### config.mk
export PLATFORM = sky130hd
export DESIGN_NAME = vas_ser
export DESIGN_NICKNAME = d
export VERILOG_FILES = /design/src/rtl/core/vas_pkg.sv /design/src/rtl/core/vas_ser.sv
export SDC_FILE = /design/constraint.sdc
export NUM_CORES = 1
export LEC_CHECK = 0
export ABC_AREA = 1
export BUFFER_PORTS_ARGS = -buffer_cell sky130_fd_sc_hd__buf_2
export CAP_MARGIN = 20
export CORE_AREA = 3 3 209 211
export CTS_BUF_LIST = sky130_fd_sc_hd__clkbuf_16
export DETAILED_ROUTE_END_ITERATION = 10
export DIE_AREA = 0 0 212 214
export HOLD_SLACK_MARGIN = 0.15
export SYNTH_ARGS = -nofsm -noshare
export SYNTH_HDL_FRONTEND = slang
export SYNTH_SLANG_ARGS = --single-unit
export TNS_END_PERCENT = 100
### constraint.sdc
create_clock -name i_clk -period 16 [get_ports i_clk]
set_input_delay 2.4 -clock i_clk [delete_from_list [all_inputs] [get_ports i_clk]]
set_output_delay 2.4 -clock i_clk [all_outputs]
set_load 0.02 [all_outputs]
### src/rtl/core/vas_pkg.sv
// Shared types, cube tables and constants for the volume slicer.
`timescale 1ns / 1ps
package vas_pkg;
    localparam int V_W          = 16;
    localparam int D_W          = 20;
    localparam int IDX_W        = 8;
    localparam int SC_W         = 9;
    localparam int RM_W         = 10;
    localparam int Q_W          = 15;
    localparam int C_W          = 16;
    localparam int LANES        = 6;
    localparam int EDGES        = 12;
    localparam int FAN_LEN      = 12;
    localparam int MAX_SLICES_DEF = 256;
    localparam logic [C_W-1:0] FIX_ONE = 16'd32768;

    localparam logic [1:0] CLS_BELOW = 2'd0;
    localparam logic [1:0] CLS_DIV   = 2'd1;
    localparam logic [1:0] CLS_ABOVE = 2'd2;

    localparam logic REG_SLICE_COUNT  = 1'b0;
    localparam logic REG_RANGE_MARGIN = 1'b1;

    // bit0 = x, bit1 = y, bit2 = z
    localparam logic [2:0] CORNER_XYZ [8] = '{3'b000, 3'b001, 3'b011, 3'b010,
                                              3'b100, 3'b101, 3'b111, 3'b110};
    localparam logic [2:0] EDGE_S [12] = '{3'd0, 3'd1, 3'd2, 3'd3, 3'd0, 3'd1,
                                           3'd2, 3'd3, 3'd4, 3'd5, 3'd6, 3'd7};
    localparam logic [2:0] EDGE_T [12] = '{3'd1, 3'd2, 3'd3, 3'd0, 3'd4, 3'd5,
                                           3'd6, 3'd7, 3'd5, 3'd6, 3'd7, 3'd4};
    localparam logic [3:0] TRAV [8][12] = '{
        '{4'd0, 4'd1, 4'd5, 4'd6, 4'd4, 4'd8, 4'd11, 4'd9, 4'd3, 4'd7, 4'd2, 4'd10},
        '{4'd0, 4'd4, 4'd3, 4'd11, 4'd1, 4'd2, 4'd6, 4'd7, 4'd5, 4'd9, 4'd8, 4'd10},
        '{4'd1, 4'd5, 4'd0, 4'd8, 4'd2, 4'd3, 4'd7, 4'd4, 4'd6, 4'd10, 4'd9, 4'd11},
        '{4'd7, 4'd11, 4'd10, 4'd8, 4'd2, 4'd6, 4'd1, 4'd9, 4'd3, 4'd0, 4'd4, 4'd5},
        '{4'd8, 4'd5, 4'd9, 4'd1, 4'd11, 4'd10, 4'd7, 4'd6, 4'd4, 4'd3, 4'd0, 4'd2},
        '{4'd9, 4'd6, 4'd10, 4'd2, 4'd8, 4'd11, 4'd4, 4'd7, 4'd5, 4'd0, 4'd1, 4'd3},
        '{4'd9, 4'd8, 4'd5, 4'd4, 4'd6, 4'd1, 4'd2, 4'd0, 4'd10, 4'd7, 4'd11, 4'd3},
        '{4'd10, 4'd9, 4'd6, 4'd5, 4'd7, 4'd2, 4'd3, 4'd1, 4'd11, 4'd4, 4'd8, 4'd0}};
    localparam logic [2:0] FAN_ORDER [12] = '{3'd0, 3'd1, 3'd2, 3'd0, 3'd2, 3'd3,
                                              3'd0, 3'd3, 3'd4, 3'd0, 3'd4, 3'd5};

    typedef struct packed {
        logic [1:0] cls;
        logic [2:0] s;
        logic [1:0] axis;
        logic       neg;
    } t_lane;

    function automatic logic [1:0] edge_axis(input logic [3:0] e);
        logic [2:0] d;
        d = CORNER_XYZ[EDGE_S[e]] ^ CORNER_XYZ[EDGE_T[e]];
        priority if (d[0]) return 2'd0;
        else if (d[1])     return 2'd1;
        else               return 2'd2;
    endfunction

    // edge runs toward lower coordinate when its start sits at 1 on its axis
    function automatic logic edge_neg(input logic [3:0] e);
        logic [2:0] c;
        c = CORNER_XYZ[EDGE_S[e]];
        return c[edge_axis(e)];
    endfunction
endpackage

### src/rtl/core/vas_ser.sv
// Builds the six polygon corners and plays them out as a 12-vertex fan.
`timescale 1ns / 1ps
module vas_ser (
    input  logic                     i_clk,
    input  logic                     i_rst_n,
    input  logic                     i_vld,
    input  logic [vas_pkg::Q_W-1:0]  i_q  [vas_pkg::LANES],
    input  vas_pkg::t_lane           i_sb [vas_pkg::LANES],
    output logic                     o_load,
    output logic                     o_vld,
    input  logic                     i_ready,
    output logic [vas_pkg::C_W-1:0]  o_vert_x,
    output logic [vas_pkg::C_W-1:0]  o_vert_y,
    output logic [vas_pkg::C_W-1:0]  o_vert_z,
    output logic [3:0]               o_fan_position,
    output logic                     o_last_vertex
);
    import vas_pkg::*;

    logic [C_W-1:0] n_vert [LANES][3];
    logic [C_W-1:0] r_vert [LANES][3];
    logic [3:0]     r_cnt;
    logic           r_busy;
    logic           last;

    always_comb begin
        logic [C_W-1:0] qc;
        for (int j = 0; j < LANES; j++) begin
            unique case (i_sb[j].cls)
                CLS_DIV:   qc = C_W'(i_q[j]);
                CLS_ABOVE: qc = FIX_ONE;
                default:   qc = '0;
            endcase
            for (int a = 0; a < 3; a++) begin
                if (i_sb[j].axis == 2'(a)) begin
                    n_vert[j][a] = i_sb[j].neg ? FIX_ONE - qc : qc;
                end else begin
                    n_vert[j][a] = CORNER_XYZ[i_sb[j].s][a] ? FIX_ONE : '0;
                end
            end
        end
    end

    assign last   = (r_cnt == 4'(FAN_LEN - 1));
    assign o_load = i_vld && (!r_busy || (i_ready && last));

    always_ff @(posedge i_clk) begin
        if (!i_rst_n) begin
            r_busy <= 1'b0;
            r_cnt  <= '0;
        end else if (o_load) begin
            r_busy <= 1'b1;
            r_cnt  <= '0;
        end else if (r_busy && i_ready) begin
            if (last) begin
                r_busy <= 1'b0;
                r_cnt  <= '0;
            end else begin
                r_cnt <= r_cnt + 4'd1;
            end
        end
        if (o_load) r_vert <= n_vert;
    end

    assign o_vld          = r_busy;
    assign o_vert_x       = r_vert[FAN_ORDER[r_cnt]][0];
    assign o_vert_y       = r_vert[FAN_ORDER[r_cnt]][1];
    assign o_vert_z       = r_vert[FAN_ORDER[r_cnt]][2];
    assign o_fan_position = r_cnt;
    assign o_last_vertex  = last;
endmodule

Yosys cells after proc, flatten, opt, wreduce, memory -nomap -nowiden:

Memory sizes are Yosys's and may differ from the RTL's.
Index checks and enable logic that the tools add are counted.

* register bits after elaboration: 293
* latch bits: 0
* bits in writable memories: 0
* bits in read-only memories: 192
* input bits: 142
* output and inout port bits: 55
* memories: 7

Memories
* (name not given): words 16, width 3, rd ports 1, clocked after Yosys merged registers in 0, write ports 0, line vas_ser.sv:68 `assign o_vert_z = r_vert[FAN_ORDER[r_cnt]][2];`
* (name not given): words 8, width 3, rd ports 1, clocked after Yosys merged registers in 0, write ports 0, line vas_ser.sv:38 `n_vert[j][a] = CORNER_XYZ[i_sb[j].s][a] ? FIX_ONE : '0;`
* (name not given): words 8, width 3, rd ports 1, clocked after Yosys merged registers in 0, write ports 0, line vas_ser.sv:38
* (name not given): words 8, width 3, rd ports 1, clocked after Yosys merged registers in 0, write ports 0, line vas_ser.sv:38
* (name not given): words 8, width 3, rd ports 1, clocked after Yosys merged registers in 0, write ports 0, line vas_ser.sv:38
* (name not given): words 8, width 3, rd ports 1, clocked after Yosys merged registers in 0, write ports 0, line vas_ser.sv:38
* 1 more memories

* $add $sub $neg: 7
* multiply operators: 0
* divide/modulo/power cells: 0
* magnitude comparators: 8
* equality and inequality tests: 25
* shifts and indexed selects: 0
* muxes and demuxes: 69
* bitwise logic cells: 9
* reduce and logical (&&, ||, !) cells: 15

Operators with widths (count)
* $mux W16: 42
* $pmux W16 S2: 6
* $bmux W48 S3: 1
* $mux W48: 2
* $sub A16 B16 Y16 const A: 6
* $mux W3: 14
* $ge A4 B4 Y1 const B: 7
* $not A3 Y4: 7
* $eq A2 B1 Y1 const B: 12
* $eq A2 B2 Y1 const B: 12
* $logic_not A2 Y1: 6
* $ge A5 B5 Y1 const B: 1
* $not A4 Y5: 1
* $add A4 B1 Y4 const B: 1
* $eq A4 B4 Y1 const B: 1
* $mux W4: 1
* $reduce_bool A2 Y1: 2
* $logic_and A1 B1 Y1: 3
* $mux W1: 3
* $reduce_and A2 Y1: 1
* $reduce_or A2 Y1: 1
* $logic_not A1 Y1: 1
* $logic_or A1 B1 Y1: 1
* $not A1 Y1: 1

Depth between registers and ports, before layout:

* depth after elaboration: 8
* mapped depth: 13

Worst setup path after synthesis:

No wires, ideal clock.

* path type: in2out
* start point: input i_ready
* end point: output o_load
* arrival: 14.856 ns
* required time: 13.600 ns
* setup slack: -1.256 ns
* stages on the path: 4
* path buffers: 0
* cell sequence: inv_1 -> o21ai_0 -> inv_1 -> nor2_1

* longest elaborated chain between the ends: 3

RTL lines
* start, declared: line vas_ser.sv:11 `input logic i_ready,`
* $logic_and A1 B1 Y1: line vas_ser.sv:45 `assign o_load = i_vld && (!r_busy || (i_ready && last));`
* $logic_or A1 B1 Y1: line vas_ser.sv:45
* $logic_and A1 B1 Y1: line vas_ser.sv:45
* end, declared: line vas_ser.sv:9 `output logic o_load,`

Every way passes these cells.

Worst setup path after layout:

* start point: register r_cnt[0], in the netlist o_fan_position[0]
* end point: output o_vert_z[8] (netlist name)

* longest elaborated chain between the ends: 8

RTL lines
* start, declared: line vas_ser.sv:22 `logic [3:0] r_cnt;`
* start signal, assigned: line vas_ser.sv:59 `r_cnt <= r_cnt + 4'd1;`
* $not A4 Y5 (not written as such): line vas_ser.sv:68
* $mem_v2 Z16 W3
* $mux W3 (2 in a row)
* $not A3 Y4
* $bmux W48 S3
* $mux W48 (2 in a row)
* end, declared: line vas_ser.sv:14 `output logic [vas_pkg::C_W-1:0] o_vert_z,`

Every way passes these cells. The select of a mux whose other input is x is not followed.

==> flow_metrics.py <==
metrics = {
    "synthesis": {
        "syn_inst": 1981,
        "synth_nets": 2133,
        "syn_avg_cell_area_um2": 8.41,
        "seq_area_frac_synth": 0.525,
        "ys_ff_latch": 293,
        "synth_area_um2": 16700,
        "ys_warn_count": 0,
        "ys_types": 33,
    },
    "worst_setup_path": {
        "end_kind": "output pin",
        "slowest_stage": "buf_4",
        "critPathLaunchType": "register",
        "cp_max_fo": 105,
        "worstSetupPathType": "reg -> out",
        "crit_chain": "inv_1 > ha_1 > o21ai_4 > buf_4 > buf_4 > o211ai_1 > nand3_1 > nand2_1 > inv_1 > buf_2",
        "critical_path_arrival_ps": 3920,
        "max_stage_delay_ps": 810,
        "critPathTopFamily": "buffers and inverters",
        "crit_buf_inv": 5,
        "cp.required_ps": 13600,
    },
    "power": {
        "ir_drop_v": 0.0000623,
        "pwr-share-clk": 0.384,
        "p_seq_frac": 0.469,
        "swShare": 0.274,
        "p_int_w": 0.00141,
        "total_leakage_power_nw": 8.53,
        "p_sw_w": 0.000530,
        "power_density_nw_per_um2": 102,
        "comb_power_share": 0.146,
    },
    "clock_network": {
        "cts_tree": "yes",
        "cts.sinks": 293,
        "cts_buffers": 34,
        "cts-root-buf": "clkbuf_16",
        "cts.clk_slew.worst_paths_ps": 60,
        "clockBufferDepth": 3,
        "h-tree-depth": 2,
        "cts_setup_buffers": 0,
        "clk_latency_ps": 530,
        "ctsResizeCount": 0,
        "ctsHoldBuffers": 0,
    },
    "route": {
        "viasPerCell": 5.26,
        "firstDrtPassIters": 5,
        "drt_wl_total_um": 50400,
        "via_count": 14206,
        "route.detailed.drc": 0,
        "wl_per_cell_um": 18.7,
        "drtAntennaViolNets": 0,
        "drtIter0Drc": 1500,
    },
    "timing": {
        "max_freq_mhz": 158,
        "fin_skew_ps": 14.2,
        "drv_slew": 0,
        "hold_ws_ps": 524,
        "tns_ps": 0,
        "min_period_ps": 6320,
        "fin_crit_sh": 0.395,
        "rsz0062_at_grt": "false",
        "max_slew_margin": 0.100,
        "setup-violations-final": 0,
        "hold_viol": 0,
        "worst_slew_pin_slew_ps": 1350,
    },
    "placement": {
        "gp_congestion": 0.872,
        "hpwl_um": 36700,
        "port_buffers": 196,
    },
    "global_routing": {
        "first_global_vias": 13452,
        "antenna_found_initial": 0,
        "grtUsageTotal": 0.217,
        "grt_max_degree": 195,
        "grt_pass1_wl_um": 76700,
        "grt_overflow": 0,
    },
    "floorplan": {
        "coreArea_um2": 41900,
        "die_area_um2": 45400,
        "pin_count": 197,
        "die_w_um": 212,
        "initial_core_util": 0.397,
        "rows": 75,
        "die_height_um": 214,
    },
    "cells_and_area": {
        "fill_cells": 4127,
        "drive_gt1_frac": 0.150,
        "n_antenna_cell": 0,
        "syn2layout_area_growth_pct": 14.1,
        "nNetsFinal": 2288,
        "seqCellArea_um2": 8750,
        "multi_input_area_um2": 6480,
    },
    "run_status": {
        "status": "completed",
    },
    "run": {
        "drv_cap": 0,
    },
    "hold_path": {
        "hp-class": "reg -> reg",
    },
}
[placed cells by master, fill, tap and decap left out, drive strengths merged]
cell,count
inv,274
ha,10
xnor2,10
o211ai,48
nand3,215
dfxtp,5
clkinvlp,3
nand2,468
edfxtp,288
nand4,25
o21ai,114
clkbuf,35
bufinv,2
a21oi,163
nor2,241
a211oi,2
clkinv,12
buf,204
a21boi,1
or2,5
xor2,33
nor3,2
[worst reg2reg max path: cells and delay by family (launching register included)]
family,cells,cell delay (ps)
AO/OA/AOI/OAI,1,210
adder cells (fa/ha/maj),1,230
buffers and inverters,3,1220
flip-flops,1,470
AND/OR/NAND/NOR,2,240
[final timing paths]
kind,start,end,slack [ps],cells after the start
hold reg to reg,o_fan_position[1]$_SDFFE_PP0P_,o_fan_position[1]$_SDFFE_PP0P_,520,2
setup reg to reg,o_fan_position[0]$_SDFFE_PP0P_,r_vert[47]$_DFFE_PP_,12740,7
setup / recovery,o_fan_position[0]$_SDFFE_PP0P_,o_vert_z[8],9680,10
hold / removal,o_fan_position[1]$_SDFFE_PP0P_,o_fan_position[1]$_SDFFE_PP0P_,520,2
[stage by stage]
| stage | std cells | total power [W] | cell area, µm² | setup WS, ps | utilization |
|---|---|---|---|---|---|
| after detailed placement | 2639 | 0.00121 | 18000 | 9790 | 0.428 |
| final | 2699 | 0.00194 | 19000 | 9680 | 0.453 |
| after CTS | 2699 | 0.00194 | 19000 | 9710 | 0.453 |
| after floorplan | 1981 | 0.00111 | 16700 | 3510 | - |
| after global placement | 2639 | 0.00120 | 18000 | 9780 | 0.428 |
| after global routing | 2699 | 0.00201 | 19000 | 9380 | 0.453 |
[final cells by class]
cell class	instances	share of cell area
clock inverter	25	0.00987
tap	539	0.0355
multi-input combinational	1337	0.341
timing repair buffer	204	0.0554
clock buffer	35	0.0461
inverter	266	0.0525
sequential	293	0.460
[power groups by stage]
stage / Combinational [W] / Sequential, W / Clock (W)
3_5_place_dp: 0.000283 / 0.000924 / 0
2_1_floorplan: 0.000181 / 0.000930 / 0
5_1_grt: 0.000315 / 0.000911 / 0.000780
4_1_cts: 0.000284 / 0.000908 / 0.000751
6_report: 0.000284 / 0.000908 / 0.000744
3_3_place_gp: 0.000279 / 0.000923 / 0
[sequential cells by signal, indices dropped and copies added, names as in the netlist]
name            flops
o_vld               1
r_vert            288
o_fan_position      4
[kinds of logic (layout without fill, tap and decap cells)]
group           after synthesis  after routing  synth area share
simple gates                956            956             0.245
flops                       293            293             0.525
compound gates              328            328             0.111
xor+xnor                     43             43            0.0231
buf+inv                     351            530            0.0880
fa+ha+maj                    10             10           0.00751
[cell usage after synthesis (all sizes together)]
cell type,n,area share
or2,5,0.0019
nor2,241,0.057
a21boi,1,0.00045
xor2,33,0.018
a211oi,2,0.00090
a21oi,163,0.049
clkbuf,34,0.0077
dfxtp,5,0.0060
xnor2,10,0.0053
nand2,468,0.11
ha,10,0.0075
nand3,215,0.065
buf,51,0.020
edfxtp,288,0.52
nor3,2,0.00060
o211ai,48,0.025
inv,266,0.060
o21ai,114,0.036
nand4,25,0.0094
[metal layers]
layer | wire, µm | up-vias | track usage
met5 | 0 | - | 0
met4 | 1420 | 0 | 0.0621
met3 | 3650 | 79 | 0.0293
met2 | 23900 | 523 | 0.355
met1 | 21400 | 6694 | 0.304
li1 | - | 6910 | -
Power figures use the tool's default switching activity.
